===== src/rtl/core/rbsi_narrow.sv =====
// Interval narrowing stage: raise the entry to the largest near distance and
// lower the exit to the smallest far distance. Depends on nothing but its ports.
module rbsi_narrow #(
   parameter int COORD_WIDTH = 32
) (
   input  logic                          clock,
   input  logic                          load,
   input  logic signed [COORD_WIDTH-1:0] t_start,
   input  logic signed [COORD_WIDTH-1:0] t_end,
   input  logic signed [COORD_WIDTH-1:0] t_near [3],
   input  logic signed [COORD_WIDTH-1:0] t_far  [3],
   output logic signed [COORD_WIDTH-1:0] t_lo,
   output logic signed [COORD_WIDTH-1:0] t_hi
);

   logic signed [COORD_WIDTH-1:0] lo_a, lo_b, hi_a, hi_b;
   logic signed [COORD_WIDTH-1:0] t_lo_in, t_lo_ff;
   logic signed [COORD_WIDTH-1:0] t_hi_in, t_hi_ff;

   // two-level compare tree on each side
   assign lo_a    = (t_near[0] > t_start)   ? t_near[0] : t_start;
   assign lo_b    = (t_near[2] > t_near[1]) ? t_near[2] : t_near[1];
   assign t_lo_in = (lo_b > lo_a) ? lo_b : lo_a;

   assign hi_a    = (t_far[0] < t_end)    ? t_far[0] : t_end;
   assign hi_b    = (t_far[2] < t_far[1]) ? t_far[2] : t_far[1];
   assign t_hi_in = (hi_b < hi_a) ? hi_b : hi_a;

   always_ff @(posedge clock) begin
      if (load) begin
         t_lo_ff <= t_lo_in;
         t_hi_ff <= t_hi_in;
      end
   end

   assign t_lo = t_lo_ff;
   assign t_hi = t_hi_ff;

endmodule


===== config.mk =====
export PLATFORM = sky130hd
export DESIGN_NAME = rbsi_narrow
export DESIGN_NICKNAME = d
export VERILOG_FILES = /design/src/rtl/core/rbsi_narrow.sv
export SDC_FILE = /design/constraint.sdc
export NUM_CORES = 1
export LEC_CHECK = 0
export BUFFER_PORTS_ARGS = -buffer_cell sky130_fd_sc_hd__buf_2
export CAP_MARGIN = 20
export CORE_ASPECT_RATIO = 0.5
export CORE_UTILIZATION = 51
export CTS_CLUSTER_SIZE = 16
export DETAILED_ROUTE_END_ITERATION = 10
export GPL_TIMING_DRIVEN = 0
export PLACE_DENSITY_LB_ADDON = 0.2
export RECOVER_POWER = 100
export SLEW_MARGIN = 20
export SYNTH_ARGS = -nofsm -noshare
export SYNTH_HDL_FRONTEND = slang
export SYNTH_SLANG_ARGS = --single-unit
export TNS_END_PERCENT = 5

===== constraint.sdc =====
create_clock -name clock -period 17.6 [get_ports clock]
set_input_delay 1.76 -clock clock [delete_from_list [all_inputs] [get_ports clock]]
set_output_delay 1.76 -clock clock [all_outputs]
set_load 0.02 [all_outputs]

==> qor.csv <==
metric,value,unit
Setup CP Type,in2reg,
Routed Antenna Nets,0,
Area after DPL,11500,µm²
syn nets,1582,
Max Cap Viol,1,
total grt overflow,0,
Max Slew Vio Count,49,
Std-Cell Rows,34,
Clock Tree Root,clkbuf_16,
Max clock buf depth,2,
Peak supply drop,0.0000399,V
CTS sink count,64,
Post-Syn Area,9560,µm²
Finish-stage setup viols,0,
Die Footprint,19300,µm²
footprint of the multi-input gates,6640,µm²
layout cells sized above 1,18.6,%
Clock transition at path regs,0.05,ns
Fill cells,1638,
Fin. Hold Viols,0,
status,"finished, violations left",
Post-CTS Resized,0,
die span in x,196,µm
crit path from,t_start[17],
min setup slack post-route,8.69,ns
CORE AREA,17900,µm²
Power Density,80.2,nW/µm²
post-route insts no fill,1705,
vias after detailed routing,9935,
DRT Wirelength,30.1,mm
DRC Markers,0,
"Design Area, Final",11600,µm²
wire per inst,17.6,µm
Post-CTS Setup Inserts,0,
routed vias/inst,5.83,
vias in the first global route,9656,
Initial Util,53.5,%
sequential fraction of the synthesis area,20.1,%
DPL Wire Length,25.4,mm
first-pass GRT wire length,46.9,mm
routability congestion estimate,0.966,
sequential standard cell area,1920,µm²
Crit path required time,17.63,ns
"Hold-fix buffers, CTS",0,
H-Tree Depth,3,
TritonCTS buffer count,9,
CTS tree,yes,
DRT iter0 DRCs,528,
pin count of the biggest net entering global routing,49,
initial antenna violation count,1,
crit path time final,8.91,ns
Final Core Density,64.8,%
Synth cell types,62,
Place WS,9.31,ns
Buffers on Ports,321,
Synth Register Bits,64,
Crit Path Max Fanout,10,
Ys Warns,0,
# IOs,322,
leak pwr,6.13,nW
Total GRT Usage,30.5,%
Setup TNS,0,ns
failing checks,"max-capacitance violations, max-slew violations",
Die Y-Extent,98.8,µm
DR pass1 iterations,5,
ys async rst share,0,%
fin nets,1915,
Tcrit/Tclk final,50.6,%
Post-synth EDFFs,64,
RSZ-0062 raised after global routing,false,
worst path arrival time,8.94,ns
Max Clk Rate,112,MHz
gate count after technology mapping,1135,
Rel. slew slack,-90.4,%
most used flip-flop cell after synthesis,edfxtp_1,
CP Capture Type,flop,
syn avg cell area,8.42,µm²
worst hold start,t_far[93],
measured slew at the worst slew-check pin,2.86,ns
Hold Crit Class,in2reg,
area delta synth->final,21.1,%
Worst setup SP type,input port,
post-placement cell count,1691,
synth_stat cells (all sizes together) (3+ instances only):
master   count  area, µm²
inv        205        769
a21o        29        218
or3          3       18.8
nand3       18       90.1
clkbuf      33        124
nor2b        5       31.3
o21ai       28        140
a31oi       38        244
nand2       25       93.8
o211ai       4       30.0
a211oi      42        315
buf         14       83.8
nand2b       3       18.8
ha         189       2360
nor2        91        342
nor4         4       31.3
a2111oi      5       51.3
mux2i      129       1290
nor3        12       60.1
edfxtp      64       1920
o31ai        3       22.5
o22ai        3       25.0
a21oi       78        390
o21a         8       60.1
o2111ai      3       26.3
and3         5       31.3
nand4       28        175
or2          4       25.0
o221ai      33        289
state kept, by name (all words and copies together) (netlist names):
| name | flops |
|---|---|
| t_hi | 32 |
| t_lo | 32 |
logic make-up (layout without fill, tap and decap cells):
family	count (synthesis)	after routing	share of synthesized area, %
muxes	130	130	13.7
other	0	1	0
DFF	64	64	20.1
xor gates and xnor gates	1	1	0.0917
adders and majority gates	189	189	24.7
and+or+nand+nor	206	206	10.3
AOI/OAI and AO/OA	293	293	20.9
buffers and inverters	252	587	10.2
cell type report:
cell class	count	area share [%]
Sequential cell	64	16.6
Multi-Input combinational cell	819	57.4
Timing Repair Buffer	322	13.2
Buffer	47	1.56
Tap cell	234	2.53
Clock inverter	3	0.108
Antenna cell	1	0.0216
Inverter	205	6.65
Clock buffer	10	1.98
final timing paths:
check,to,slack (ns),cells after the start
hold / removal,t_hi[29]$_DFFE_PP_,1.85,3
setup / recovery,t_lo[10]$_DFFE_PP_,8.69,24
power by group:
part	internal [W]	switching (W)
Combinational	0.000207	0.000324
Sequential	0.000228	0.0000128
Clock	0.0000917	0.0000652
Total	0.000526	0.000402
metrics by stage:
step / total power (W) / hold WS (ns)
floorplan: 0.000610 / 1.87
global placement: 0.000765 / 2.16
detailed placement: 0.000783 / 2.17
CTS: 0.000942 / 1.82
global route: 0.000987 / 1.85
finish: 0.000928 / 1.85
critical path, cell delays in order:
cell,delay [ns]
clkbuf_1,0.17
inv_1,0.07
ha_1,0.31
a21o_1,0.19
a21o_1,0.18
a211oi_1,0.27
o21ai_0,0.14
a221oi_1,0.80
and2_0,0.21
clkbuf_1,0.23
a31oi_1,0.20
clkbuf_1,0.26
o221ai_1,0.48
ha_1,0.35
a21o_1,0.18
a21o_1,0.19
a2111oi_0,0.51
nor4_1,0.13
a2111oi_0,0.58
o2111ai_1,0.23
xor2_1,0.18
a31oi_1,0.43
clkbuf_1,0.67
mux2i_1,0.20
routing by layer:
| layer | GRT usage, % | share of wire, % |
|---|---|---|
| met2 | 53.0 | 47 |
| met1 | 39.2 | 43 |
| met4 | 9.51 | 2.6 |
| met3 | 4.31 | 7.1 |
| met5 | 0 | 0 |
cells in the final DEF, fill, tap and decap left out, types with 3 or more instances in the layout:
cell,netlist,final
a2111oi_0,3,3
a211oi_1,42,42
a21o_1,29,29
a21oi_1,78,78
a31oi_1,37,38
and3_1,5,5
buf_1,4,4
buf_2,7,258
clkbuf_1,33,108
clkbuf_16,0,9
edfxtp_1,64,64
ha_1,189,189
inv_1,205,205
mux2i_1,128,128
nand2_1,25,25
nand2b_1,3,3
nand3_1,18,18
nand4_1,28,28
nor2_1,91,91
nor2b_1,5,5
nor3_1,12,12
nor4_1,3,4
o2111ai_1,3,3
o211ai_1,4,4
o21a_1,8,8
o21ai_0,15,18
o21ai_1,13,10
o221ai_1,33,33
o22ai_1,2,3
o31ai_1,3,3
or2_1,4,4
or3_1,3,3
Power figures use the tool's default switching activity.
