--- config.mk ---
export PLATFORM = sky130hd
export DESIGN_NAME = rbsi_fx_mul
export DESIGN_NICKNAME = d
export VERILOG_FILES = /design/src/rtl/core/rbsi_pkg.sv /design/src/rtl/core/rbsi_fx_mul.sv
export SDC_FILE = /design/constraint.sdc
export NUM_CORES = 2
export LEC_CHECK = 0
export BUFFER_PORTS_ARGS = -buffer_cell sky130_fd_sc_hd__buf_2
export CAP_MARGIN = 20
export CORE_ASPECT_RATIO = 1.1
export CORE_MARGIN = 4
export CORE_UTILIZATION = 40
export CTS_BUF_LIST = sky130_fd_sc_hd__clkbuf_4 sky130_fd_sc_hd__clkbuf_8 sky130_fd_sc_hd__clkbuf_16
export CTS_CLUSTER_DIAMETER = 80
export DETAILED_ROUTE_END_ITERATION = 10
export SYNTH_ARGS = -nofsm -noshare
export SYNTH_HDL_FRONTEND = slang
export SYNTH_SLANG_ARGS = --single-unit
--- constraint.sdc ---
create_clock -name clock -period 7.7 [get_ports clock]
set_clock_uncertainty 0.15 [all_clocks]
set_input_delay 1.54 -clock clock [delete_from_list [all_inputs] [get_ports clock]]
set_output_delay 1.54 -clock clock [all_outputs]
set_load 0.02 [all_outputs]
--- src/rtl/core/rbsi_pkg.sv ---
// Shared package for the ray/box slab intersect block.
// Holds parameter defaults, item kind codes and the multiplier control struct.
// No dependencies.
package rbsi_pkg;

   localparam int COORD_WIDTH_DEF = 32;
   localparam int FRAC_BITS_DEF   = 16;

   // item kind codes
   localparam logic KIND_RAY = 1'b0;
   localparam logic KIND_BOX = 1'b1;

   // per-stage load enables for the pipelined multiplier
   typedef struct packed {
      logic pp_load;
      logic sum_load;
   } mul_ctrl_type;

endpackage

--- src/rtl/core/rbsi_fx_mul.sv ---
// Two-stage signed fixed-point multiplier: split partial products, then sum,
// shift by the fraction width and saturate. Uses rbsi_pkg::mul_ctrl_type.
module rbsi_fx_mul #(
   parameter int COORD_WIDTH = 32,
   parameter int FRAC_BITS   = 16
) (
   input  logic                          clock,
   input  rbsi_pkg::mul_ctrl_type        ctrl,
   input  logic signed [COORD_WIDTH-1:0] op_a,
   input  logic signed [COORD_WIDTH-1:0] op_b,
   output logic signed [COORD_WIDTH-1:0] product
);

   localparam int LH  = COORD_WIDTH / 2;
   localparam int HH  = COORD_WIDTH - LH;
   localparam int OW  = HH + 1;
   localparam int PPW = 2 * OW;
   localparam int PW  = 2 * COORD_WIDTH;
   localparam logic [COORD_WIDTH-1:0] SAT_MAX = {1'b0, {(COORD_WIDTH-1){1'b1}}};
   localparam logic [COORD_WIDTH-1:0] SAT_MIN = {1'b1, {(COORD_WIDTH-1){1'b0}}};

   logic signed [OW-1:0]  a_lo, a_hi, b_lo, b_hi;
   logic signed [PPW-1:0] pp_ll_in, pp_lh_in, pp_hl_in, pp_hh_in;
   logic signed [PPW-1:0] pp_ll_ff, pp_lh_ff, pp_hl_ff, pp_hh_ff;
   logic signed [PW-1:0]  ext_ll, ext_lh, ext_hl, ext_hh;
   logic signed [PW-1:0]  full_sum;
   logic signed [PW-1:0]  shifted;
   logic signed [COORD_WIDTH-1:0] product_in, product_ff;

   // low halves are unsigned, high halves carry the sign
   assign a_lo = {{(OW-LH){1'b0}}, op_a[LH-1:0]};
   assign b_lo = {{(OW-LH){1'b0}}, op_b[LH-1:0]};
   assign a_hi = {op_a[COORD_WIDTH-1], op_a[COORD_WIDTH-1:LH]};
   assign b_hi = {op_b[COORD_WIDTH-1], op_b[COORD_WIDTH-1:LH]};

   assign pp_ll_in = a_lo * b_lo;
   assign pp_lh_in = a_lo * b_hi;
   assign pp_hl_in = a_hi * b_lo;
   assign pp_hh_in = a_hi * b_hi;

   always_ff @(posedge clock) begin
      if (ctrl.pp_load) begin
         pp_ll_ff <= pp_ll_in;
         pp_lh_ff <= pp_lh_in;
         pp_hl_ff <= pp_hl_in;
         pp_hh_ff <= pp_hh_in;
      end
   end

   assign ext_ll = {{(PW-PPW){pp_ll_ff[PPW-1]}}, pp_ll_ff};
   assign ext_lh = {{(PW-PPW){pp_lh_ff[PPW-1]}}, pp_lh_ff};
   assign ext_hl = {{(PW-PPW){pp_hl_ff[PPW-1]}}, pp_hl_ff};
   assign ext_hh = {{(PW-PPW){pp_hh_ff[PPW-1]}}, pp_hh_ff};

   assign full_sum = (ext_hh <<< (2 * LH)) + ((ext_lh + ext_hl) <<< LH) + ext_ll;
   assign shifted  = full_sum >>> FRAC_BITS;

   // saturate unless every bit above the result's sign matches it
   always_comb begin
      product_in = shifted[COORD_WIDTH-1:0];
      if (shifted[PW-1:COORD_WIDTH-1] != {(PW-COORD_WIDTH+1){1'b0}} &&
          shifted[PW-1:COORD_WIDTH-1] != {(PW-COORD_WIDTH+1){1'b1}}) begin
         product_in = shifted[PW-1] ? SAT_MIN : SAT_MAX;
      end
   end

   always_ff @(posedge clock) begin
      if (ctrl.sum_load) begin
         product_ff <= product_in;
      end
   end

   assign product = product_ff;

endmodule

==> results.py <==
metrics = {
    "run_status": {
        "outcome": "finished clean",
    },
    "worst_setup_path": {
        "crit_fanout": 13,
        "worstPathArrival_ps": 7510,
        "r2r-start": "pp_lh_ff[0]",
        "rr_worst_depth": 27,
        "cpMostUsedCell": "fa_1",
        "cp-start-kind": "input pin",
        "critPathMaxStageDelay_ps": 540,
        "worstSetupEndpointType": "register",
        "cp.required_ps": 7760,
        "cp.depth": 26,
        "rrSetupSlack_ps": 700,
        "crit_type": "input pin to register",
        "crit_slowest_cell": "fa_1",
        "critPathBufInv": 7,
        "cp_top_family": "adder cells",
        "setup.worst_path.start": "op_b[20]",
        "reg2reg_to": "product[8]",
    },
    "cts": {
        "cts_tree": "yes",
        "ctsHoldBuffers": 0,
        "numCtsBuffers": 17,
        "cts_root_buffer": "clkbuf_16",
        "cts_max_level": 4,
        "clk_pin_slew_ps": 80,
        "clk_latency_ps": 450,
        "clock_path_buffers": 2,
        "numClockSinks": 146,
    },
    "finish": {
        "post-route-util": 0.459,
        "final_layout_size_suffix_gt1_frac": 0.116,
        "layout_commonest_cell": "inv_1",
        "final_cell_area_um2": 50100,
        "nets": 6581,
        "layout_common_cells": "1,058 x inv_1, 845 x fa_1, 586 x nand2_1",
        "area_growth_pct": 13.6,
    },
    "die": {
        "coreArea_um2": 109000,
        "start_util": 0.404,
        "die_w_um": 325,
        "pin_count": 99,
        "die-area_um2": 116000,
        "chipHeight_um": 356,
        "rows": 127,
    },
    "yosys": {
        "ys_async_sr_fraction": 0,
        "ys_seq_elements": 146,
        "synth_area_um2": 44100,
        "synth_flop_cell": "edfxtp_1",
        "syn-num-nets": 6247,
        "ys_types": 74,
        "syn-instance-count": 4825,
        "ys_seq_area_frac": 0.0993,
        "synth.avg_cell_area_um2": 9.15,
        "synth_edf_count": 146,
        "yosys_warnings": 0,
    },
    "global_routing": {
        "grt_max_degree": 68,
        "antenna_found_initial": 26,
        "grt_first_pass_wirelength_um": 192000,
        "grt_pass1_vias": 34900,
        "grt_remaining_overflow": 0,
        "grtUsageTotal": 0.210,
    },
    "drt": {
        "drc_errors": 0,
        "postRouteAntennaNets": 0,
        "wl_um": 119000,
        "firstDrtPassIters": 6,
        "via_per_inst": 4.98,
        "via_count": 32800,
        "drtIter0Drc": 1888,
        "routedWlPerCell_um": 18.1,
    },
    "hold_path": {
        "min_to": "product[0]",
        "min_path_type": "register to register",
        "hold_path_depth": 2,
        "hold_start": "pp_ll_ff[16]",
    },
    "flow_run": {
        "cap_violations": 0,
    },
    "placement": {
        "dp.final_hpwl_um": 105000,
        "port_buffers": 98,
        "place_area_um2": 49100,
        "place_congestion": 0.896,
    },
    "timing": {
        "rsz0062_at_grt": "yes",
        "max-slew-margin-rel": 0.422,
        "fmax_ghz": 0.134,
        "fin_crit_sh": 0.968,
        "slew_viol_final": 0,
        "worstMarginPinSlew_ps": 861,
        "hold_viol_final": 0,
        "period_needed_ps": 7450,
        "setup_violations": 0,
    },
}
-- cells by family (layout without fill, tap and decap cells) --
kind of cell             count (synthesis)  in the layout  share of synthesized area
AO/OA/AOI/OAI                          494            494                     0.0748
XOR/XNOR                               175            175                     0.0347
adder cells (fa/ha/maj)               1355           1355                      0.528
buffers and inverters                 1272           1619                      0.109
flip-flops                             146            146                     0.0993
multiplexers                             3              3                   0.000709
other                                    0              5                          0
AND/OR/NAND/NOR                       1380           1380                      0.154
-- registers in the layout (all words and copies together), names as in the netlist --
| name | cells |
|---|---|
| pp_hl_ff | 33 |
| pp_lh_ff | 33 |
| pp_hh_ff | 32 |
| product | 32 |
| pp_ll_ff | 16 |
-- how the worst max path moves through the flow --
stage | to | slack (ps)
floorplan | pp_ll_ff[31] | 40
global placement | pp_hh_ff[31] | -360
detailed placement | pp_lh_ff[31] | -450
CTS | pp_lh_ff[31] | 30
global route | pp_lh_ff[31] | -50
finish | pp_lh_ff[31] | 250
-- layout make-up --
class	count	area, µm²
Clock inverter	14	214
Clock buffer	18	433
Antenna cell	5	12.5
Timing Repair Buffer	524	4240
Inverter	1063	3990
Sequential cell	146	4380
Fill cell	10600	59200
Tap cell	1419	1780
Multi-Input combinational cell	3407	35100
-- what timing repair did --
| item | CTS | global route |
|---|---|---|
| setup endpoints to repair | 0 | 20 |
| setup buffers | 0 | 10 |
| resized for setup | 0 | 94 |
| hold endpoints to repair | 0 | 0 |
-- worst min-delay path: stages (launching register included) --
cell	delay, ps
edfxtp_1	330
ha_1	150
a21o_1	110
-- through the flow --
step,worst slack (ps),setup TNS (ps),std cells,hold slack [ps]
2_1_floorplan,37.9,0,4825,469
3_3_place_gp,-358,-5170,6549,527
3_5_place_dp,-446,-6270,6549,518
4_1_cts,28.3,0,6581,551
5_1_grt,-53.6,-126,6593,592
6_report,248,0,6596,547
-- synthesized netlist by cell type, types with 10 or more instances --
| cell type | number | area (µm²) |
|---|---|---|
| nor2b_1 | 21 | 131 |
| a211oi_1 | 16 | 120 |
| a21o_1 | 111 | 833 |
| o211ai_1 | 14 | 105 |
| ha_1 | 510 | 6380 |
| and2_1 | 469 | 2930 |
| nor2_1 | 137 | 514 |
| nand2b_1 | 48 | 300 |
| xnor2_1 | 136 | 1190 |
| a21oi_1 | 128 | 641 |
| and3_1 | 14 | 87.6 |
| o31ai_1 | 10 | 75.1 |
| a31oi_1 | 20 | 125 |
| nand2_1 | 586 | 2200 |
| o21bai_1 | 23 | 173 |
| o21ai_0 | 76 | 380 |
| nand3_1 | 27 | 135 |
| inv_1 | 1061 | 3980 |
| nor3_1 | 27 | 135 |
| o21a_1 | 24 | 180 |
| edfxtp_1 | 146 | 4380 |
| xor2_1 | 39 | 342 |
| fa_1 | 845 | 16900 |
| clkbuf_1 | 201 | 754 |
| nand4_1 | 21 | 131 |
-- routing by layer --
metal | track usage | up-vias | part of all wire
li1 | - | 15400 | -
met1 | 0.279 | 16400 | 0.43
met2 | 0.351 | 847 | 0.47
met3 | 0.0386 | 173 | 0.065
met4 | 0.0667 | 10 | 0.033
met5 | 0 | - | 0.00049
Power is not shown: default switching activity piles up to over one toggle a cycle in this logic, so the estimate is an artifact.
