## src/rtl/core/rbsi_slab_diff.sv

```systemverilog
// One axis of the first pipeline stage: near/far plane pick and saturated distance.
// Depends on nothing but its ports.
module rbsi_slab_diff #(
   parameter int COORD_WIDTH = 32
) (
   input  logic                          clock,
   input  logic                          load,
   input  logic signed [COORD_WIDTH-1:0] corner_lo,
   input  logic signed [COORD_WIDTH-1:0] corner_hi,
   input  logic signed [COORD_WIDTH-1:0] origin,
   input  logic signed [COORD_WIDTH-1:0] inv_dir,
   output logic signed [COORD_WIDTH-1:0] near_diff,
   output logic signed [COORD_WIDTH-1:0] far_diff,
   output logic signed [COORD_WIDTH-1:0] inv_dir_out
);

   localparam logic [COORD_WIDTH-1:0] SAT_MAX = {1'b0, {(COORD_WIDTH-1){1'b1}}};
   localparam logic [COORD_WIDTH-1:0] SAT_MIN = {1'b1, {(COORD_WIDTH-1){1'b0}}};

   logic signed [COORD_WIDTH-1:0] near_plane;
   logic signed [COORD_WIDTH-1:0] far_plane;
   logic        [COORD_WIDTH:0]   near_wide;
   logic        [COORD_WIDTH:0]   far_wide;
   logic signed [COORD_WIDTH-1:0] near_diff_in, near_diff_ff;
   logic signed [COORD_WIDTH-1:0] far_diff_in, far_diff_ff;
   logic signed [COORD_WIDTH-1:0] inv_dir_ff;

   // negative inverse direction swaps the planes; zero counts as positive
   assign near_plane = inv_dir[COORD_WIDTH-1] ? corner_hi : corner_lo;
   assign far_plane  = inv_dir[COORD_WIDTH-1] ? corner_lo : corner_hi;

   assign near_wide = {near_plane[COORD_WIDTH-1], near_plane} - {origin[COORD_WIDTH-1], origin};
   assign far_wide  = {far_plane[COORD_WIDTH-1], far_plane} - {origin[COORD_WIDTH-1], origin};

   // clamp when the extra sign bit disagrees
   always_comb begin
      near_diff_in = near_wide[COORD_WIDTH-1:0];
      if (near_wide[COORD_WIDTH] != near_wide[COORD_WIDTH-1]) begin
         near_diff_in = near_wide[COORD_WIDTH] ? SAT_MIN : SAT_MAX;
      end
      far_diff_in = far_wide[COORD_WIDTH-1:0];
      if (far_wide[COORD_WIDTH] != far_wide[COORD_WIDTH-1]) begin
         far_diff_in = far_wide[COORD_WIDTH] ? SAT_MIN : SAT_MAX;
      end
   end

   always_ff @(posedge clock) begin
      if (load) begin
         near_diff_ff <= near_diff_in;
         far_diff_ff  <= far_diff_in;
         inv_dir_ff   <= inv_dir;
      end
   end

   assign near_diff   = near_diff_ff;
   assign far_diff    = far_diff_ff;
   assign inv_dir_out = inv_dir_ff;

endmodule

```

## config.mk

```make
export PLATFORM = sky130hd
export DESIGN_NAME = rbsi_slab_diff
export DESIGN_NICKNAME = d
export VERILOG_FILES = /design/src/rtl/core/rbsi_slab_diff.sv
export SDC_FILE = /design/constraint.sdc
export NUM_CORES = 1
export LEC_CHECK = 0
export BUFFER_PORTS_ARGS = -buffer_cell sky130_fd_sc_hd__buf_2
export CORE_ASPECT_RATIO = 2
export CORE_MARGIN = 2
export CORE_UTILIZATION = 25
export DETAILED_ROUTE_END_ITERATION = 8
export SKIP_CTS_REPAIR_TIMING = 1
export SLEW_MARGIN = 40
export SYNTH_ARGS = -nofsm -noshare
export SYNTH_HDL_FRONTEND = slang
export SYNTH_SLANG_ARGS = --single-unit
```

## constraint.sdc

```tcl
create_clock -name clock -period 4.15 [get_ports clock]
set_input_delay 0.6225 -clock clock [delete_from_list [all_inputs] [get_ports clock]]
set_output_delay 0.6225 -clock clock [all_outputs]
set_load 0.01 [all_outputs]
```

==> flow_summary.toml, run 1 <==
[clock_tree]
cts_tree = "done"
cts-root-buf = "clkbuf_16"
clk_pin_slew_ps = 70
clk_path_buf_depth = 2
htree_num_levels = 3
numCtsBuffers = 9
clkSinkCount = 96

[setup_path]
crit_path_cell_trace = "buf_2 > buf_12 > mux2_2 > ha_1 > a21oi_1 > o21ai_0 > a32o_1 > a311oi_1 > o21ai_1 > xnor2_1 > buf_4 > o41ai_1"
arrival_ps = 3790
slowest_delay_ps = 470
worstPathRequired_ps = 4260
critical_path_class = "in -> reg"
critPathTopFamily = "compound AO/OA/AOI/OAI gates"
crit_slowest_cell = "o41ai_1"
cp-start-kind = "input pin"
crit_buf_inv = 3
cp-end-kind = "flip-flop"
worstPathMaxFanout = 49

[cells_and_area]
num_antenna_cells = 0
area_growth_pct = 28.3
nets = 1256
drive_gt1_share_pct = 35.4

[logic_synthesis]
syn_nets = 1007
ys_ff_latch = 96
ys_warn_count = 0
synthFlopType = "edfxtp_1"
syn-cell-area_um2 = 7960
ys_seq_area_share_pct = 36.2
synth-async-reset-ratio_pct = 0
synth_top_area_share_pct = 36.2
synth_cell_types = 76
synth.avg_cell_area_um2 = 9.81
synth_edf_count = 96
yosysTopAreaCell = "edfxtp_1"
synth_area_leaders = "edfxtp_1 (36%), ha_1 (10%), mux2_2 (8.9%), a21oi_1 (4.2%), o21ai_0 (4.2%)"
syn-instance-count = 811

[placed_design]
port_buffers = 225
finalWeightedCongestion = 0.946
detailed_place_hpwl_um = 23700

[sta]
hold_violations = 0
rsz0062_at_grt = "false"
max_freq_ghz = 0.272
setup_tns_ps = 0
slew_violations = 0
slew_headroom_pct = 57.7
layout_min_cycle_time_ps = 3680
post-route-period-util_pct = 88.7
setup_viol = 0
holdWs_ps = 447
tightest_slew_ps = 628

[die]
ios = 226
dieHeight_um = 256
core_um2 = 31400
chipWidth_um = 130
placementRows = 92
start_util_pct = 25.3
dieArea_um2 = 33300

[power_and_ir_drop]
p_clk_share_pct = 24.6
power_switching_uw = 1370
p_sw_share_pct = 34.0
p_leak_uw = 0.00443
seqPwrFrac_pct = 34.4
cellPowerDensity_nw_per_um2 = 396
p_comb_share_pct = 40.9
ir_worst_vdd_mv = 0.219
p_int_uw = 2660

[global_route]
antenna_found_initial = 1
grt_max_degree = 59
grt_pass1_vias = 7206
overflow = 0
track_usage_pct = 16.4
grt_pass1_wl_um = 40800

[detailed_routing]
drt-initial-drc-count = 408
vias = 7323
wl_per_cell_um = 18.7
viasPerCell = 4.93
drc = 0
ant_nets = 0
totalWireLength_um = 27800
dr.pass1.iters = 5

[worst_hold_path]
hold_path_class = "in -> reg"

[status]
status = "complete, no violations"

[run]
drv_cap = 0
cells in the mapped netlist, types with 4 or more instances:
cell       n
buf_2      8
a21oi_1   67
o21bai_1  11
nand4_1    7
nand3_1   16
nor4_1     4
nor3_1    10
maj3_1     7
edfxtp_1  96
ha_1      64
or2_2      4
a211oi_1   5
mux2_2    63
a21oi_2    8
xor2_1    19
and3_1     5
a21o_1    31
o211ai_1   9
nand2_1   48
o21a_1    12
inv_1     53
nand2b_1  10
or3_1      6
o21ai_0   66
nor2_1    39
xnor2_1   35
a31oi_1    6
clkbuf_1  24
and2_1     5
o41ai_1    5
worst paths after layout:
check	from	end	slack [ps]	cells after the start
worst max-delay path	inv_dir[31]	near_diff[25]	470	12
worst min-delay path	inv_dir[5]	inv_dir_out[5]	450	1
per-stage QoR:
stage	total power (µW)	utilization, %	cell area [µm²]	cells	worst slack [ps]
CTS	4100	32.4	10200	1484	447
global placement	3080	31.3	9840	1471	81.1
floorplan	2400	-	7960	811	150
global route	4280	32.5	10200	1485	131
detailed placement	3090	31.3	9840	1471	104
finish	4040	32.5	10200	1485	471
metal layers:
layer / part of all wire (%) / wire length [µm] / GRT usage (%)
met1: 35 / 9810 / 16.4
met2: 57 / 15900 / 32.8
met5: 0.047 / 13 / 0
met4: 2.8 / 767 / 6.09
met3: 5.0 / 1400 / 2.04
layout by cell type, fill, tap and decap left out, types with 3 or more instances in the layout:
cell type	Yosys	routed
xnor2_1	35	35
a21o_1	31	31
o21bai_1	11	11
a21oi_1	67	67
nand4_1	7	7
bufinv_16	0	4
mux2_2	63	63
o211ai_1	9	9
a41oi_1	3	3
buf_4	0	47
buf_12	0	3
a2111oi_0	3	3
a211oi_1	5	5
or2_2	4	4
and2_1	5	5
ha_1	64	64
and3_1	5	5
maj3_1	7	7
nor3_1	10	10
edfxtp_1	96	96
o21ai_0	66	66
nor4_1	4	4
o41ai_1	5	5
a21oi_2	8	8
nor2_1	39	39
mux2i_1	3	3
o2111ai_1	3	3
nand2_1	48	48
or3_1	6	6
clkbuf_16	0	9
nand3_1	16	16
a311oi_1	3	3
buf_2	8	224
a31oi_1	6	6
inv_1	53	53
nand2b_1	10	10
a221oi_1	3	3
xor2_1	19	19
o21a_1	12	12
kinds of logic (layout without fill, tap and decap cells):
group | count (synthesis) | in the layout | share of synthesized area, %
compound gates | 266 | 266 | 22.0
simple gates | 166 | 166 | 10.3
mux | 66 | 66 | 9.30
fa+ha+maj | 73 | 73 | 11.5
flops | 96 | 96 | 36.2
buf+inv | 89 | 340 | 4.45
xor+xnor | 55 | 55 | 6.29
flip-flops by register name, indices dropped and copies added (netlist names):
signal / cells
near_diff: 32
inv_dir_out: 32
far_diff: 32
layout make-up:
cell class	count	area, µm²
clock buffers	9	225
multi-input cells	626	4720
fillers	3304	21200
clock inverters	4	120
inverters	53	199
flip-flops and latches	96	2880
repair buffers	274	1530
well taps	423	529
power groups by stage:
stage | registers, µW | clock network (µW) | logic [µW]
floorplan | 1490 | 0 | 904
global placement | 1420 | 0 | 1660
detailed placement | 1420 | 0 | 1660
CTS | 1400 | 1030 | 1670
global route | 1410 | 1060 | 1810
finish | 1390 | 994 | 1650
Note: power is estimated with default switching activity, not from simulation.
==> run 2, diff against run 1 <==
--- a/config.mk
+++ b/config.mk
@@ -7,8 +7,9 @@
 export LEC_CHECK = 0
 export BUFFER_PORTS_ARGS = -buffer_cell sky130_fd_sc_hd__buf_2
 export CORE_ASPECT_RATIO = 2
-export CORE_MARGIN = 2
+export CORE_MARGIN = 4
 export CORE_UTILIZATION = 25
+export CTS_CLUSTER_DIAMETER = 40
 export DETAILED_ROUTE_END_ITERATION = 8
 export SKIP_CTS_REPAIR_TIMING = 1
 export SLEW_MARGIN = 40
==> flow_summary.toml, run 2 (synthesis gave the netlist of run 1 again) <==
[placed_design]
post_dp_cell_area_um2 = 9950
port_buffers = 225
finalWeightedCongestion = 0.956
detailed_place_hpwl_um = 24400
preCtsSetupSlack_ps = -66.5

[clock_tree]
numCtsBuffers = 9
htree_num_levels = 3
clkSinkCount = 96
clk_path_buf_depth = 2
cts_tree = "done"
clk_pin_slew_ps = 70
cts-root-buf = "clkbuf_16"

[global_route]
track_usage_pct = 16.0
antenna_found_initial = 3
grt_max_degree = 56
grt_pass1_vias = 7518
overflow = 0
grt_pass1_wl_um = 42200

[power_and_ir_drop]
total_power_uw = 3950
p_leak_uw = 0.00446
ir_worst_vdd_mv = 0.190
cellPowerDensity_nw_per_um2 = 385

[setup_path]
arrival_ps = 4050
cp-end-kind = "flip-flop"
worstPathRequired_ps = 4390
worstPathMaxFanout = 9
critical_path_class = "in -> reg"
cp-start-kind = "input pin"
startpoint = "inv_dir[31]"

[sta]
holdWs_ps = 435
rsz0062_at_grt = "false"
tightest_slew_ps = 786
post-route-period-util_pct = 92.0
fin_ws_ps = 332
layout_min_cycle_time_ps = 3820
setup_viol = 0
slew_violations = 0
max_freq_ghz = 0.262
hold_violations = 0
slew_headroom_pct = 47.6

[die]
start_util_pct = 25.3
core_um2 = 31400
ios = 226
dieHeight_um = 260
chipWidth_um = 134
dieArea_um2 = 34900
placementRows = 92

[cells_and_area]
drive_gt1_share_pct = 36.0
mostFrequentLayoutCell = "buf_2"
nets = 1267
layout_common_cells = "buf_2 (224), edfxtp_1 (96), a21oi_1 (67)"
stdcell_area_um2 = 10300
num_antenna_cells = 0
area_growth_pct = 29.0
utilization_pct = 32.6

[status]
status = "complete, no violations"

[detailed_routing]
totalWireLength_um = 28400
drc = 0
wl_per_cell_um = 18.9
ant_nets = 0
drt-initial-drc-count = 446
viasPerCell = 4.82
vias = 7227
dr.pass1.iters = 6

[run]
drv_cap = 0

[worst_hold_path]
hold_path_class = "in -> reg"
holdCritStartpoint = "inv_dir[21]"
==> run 2: cell types whose count changed in the layout (fill, tap and decap cells not counted) <==
cell | before | now
clkinv_4 | 0 | 1
clkinv_1 | 0 | 2
clkbuf_1 | 0 | 1
bufinv_16 | 4 | 2
clkinvlp_4 | 0 | 1
buf_4 | 47 | 58
==> run 2: final timing paths <==
kind               to  slack, ps  cells after the start
max     near_diff[25]        330                     13
min   inv_dir_out[21]        440                      1
==> run 2: per-layer routing <==
metal / global-route usage (%) / part of all wire (%) / vias up
met4: 6.54 / 3.3 / 4
met1: 15.4 / 35 / 3378
met3: 3.14 / 5.1 / 43
met2: 32.3 / 56 / 231
li1: - / - / 3571
met5: 0 / 0.13 / -
==> run 2: worst max-delay path, cell delays in order <==
cell and delay (ps):
buf_2 220, buf_4 210, mux2_2 340, ha_1 350, a2111oi_0 450, buf_4 200
a211oi_1 90, nor3_2 320, o21ai_1 170, xnor2_1 150, buf_4 160, o41ai_1 570
buf_4 200
==> run 2: final cells by class <==
type                       count  area (µm²)
clock inverter                 6        83.8
timing repair buffer         285        1620
multi-input combinational    626        4720
clock buffer                  10         229
tap                          423         529
fill                        3309       21200
sequential                    96        2880
inverter                      53         199
==> run 2: stage by stage <==
step | setup TNS, ps | instances
floorplan | 0 | 811
global placement | -120 | 1483
detailed placement | -66.5 | 1483
CTS | 0 | 1499
global route | 0 | 1499
finish | 0 | 1499
==> run 2: where the power goes <==
| part | leakage, µW | internal (µW) | switching [µW] |
|---|---|---|---|
| clock | 0.000148 | 525 | 369 |
| combinational | 0.00337 | 712 | 965 |
| sequential | 0.000941 | 1320 | 52.8 |
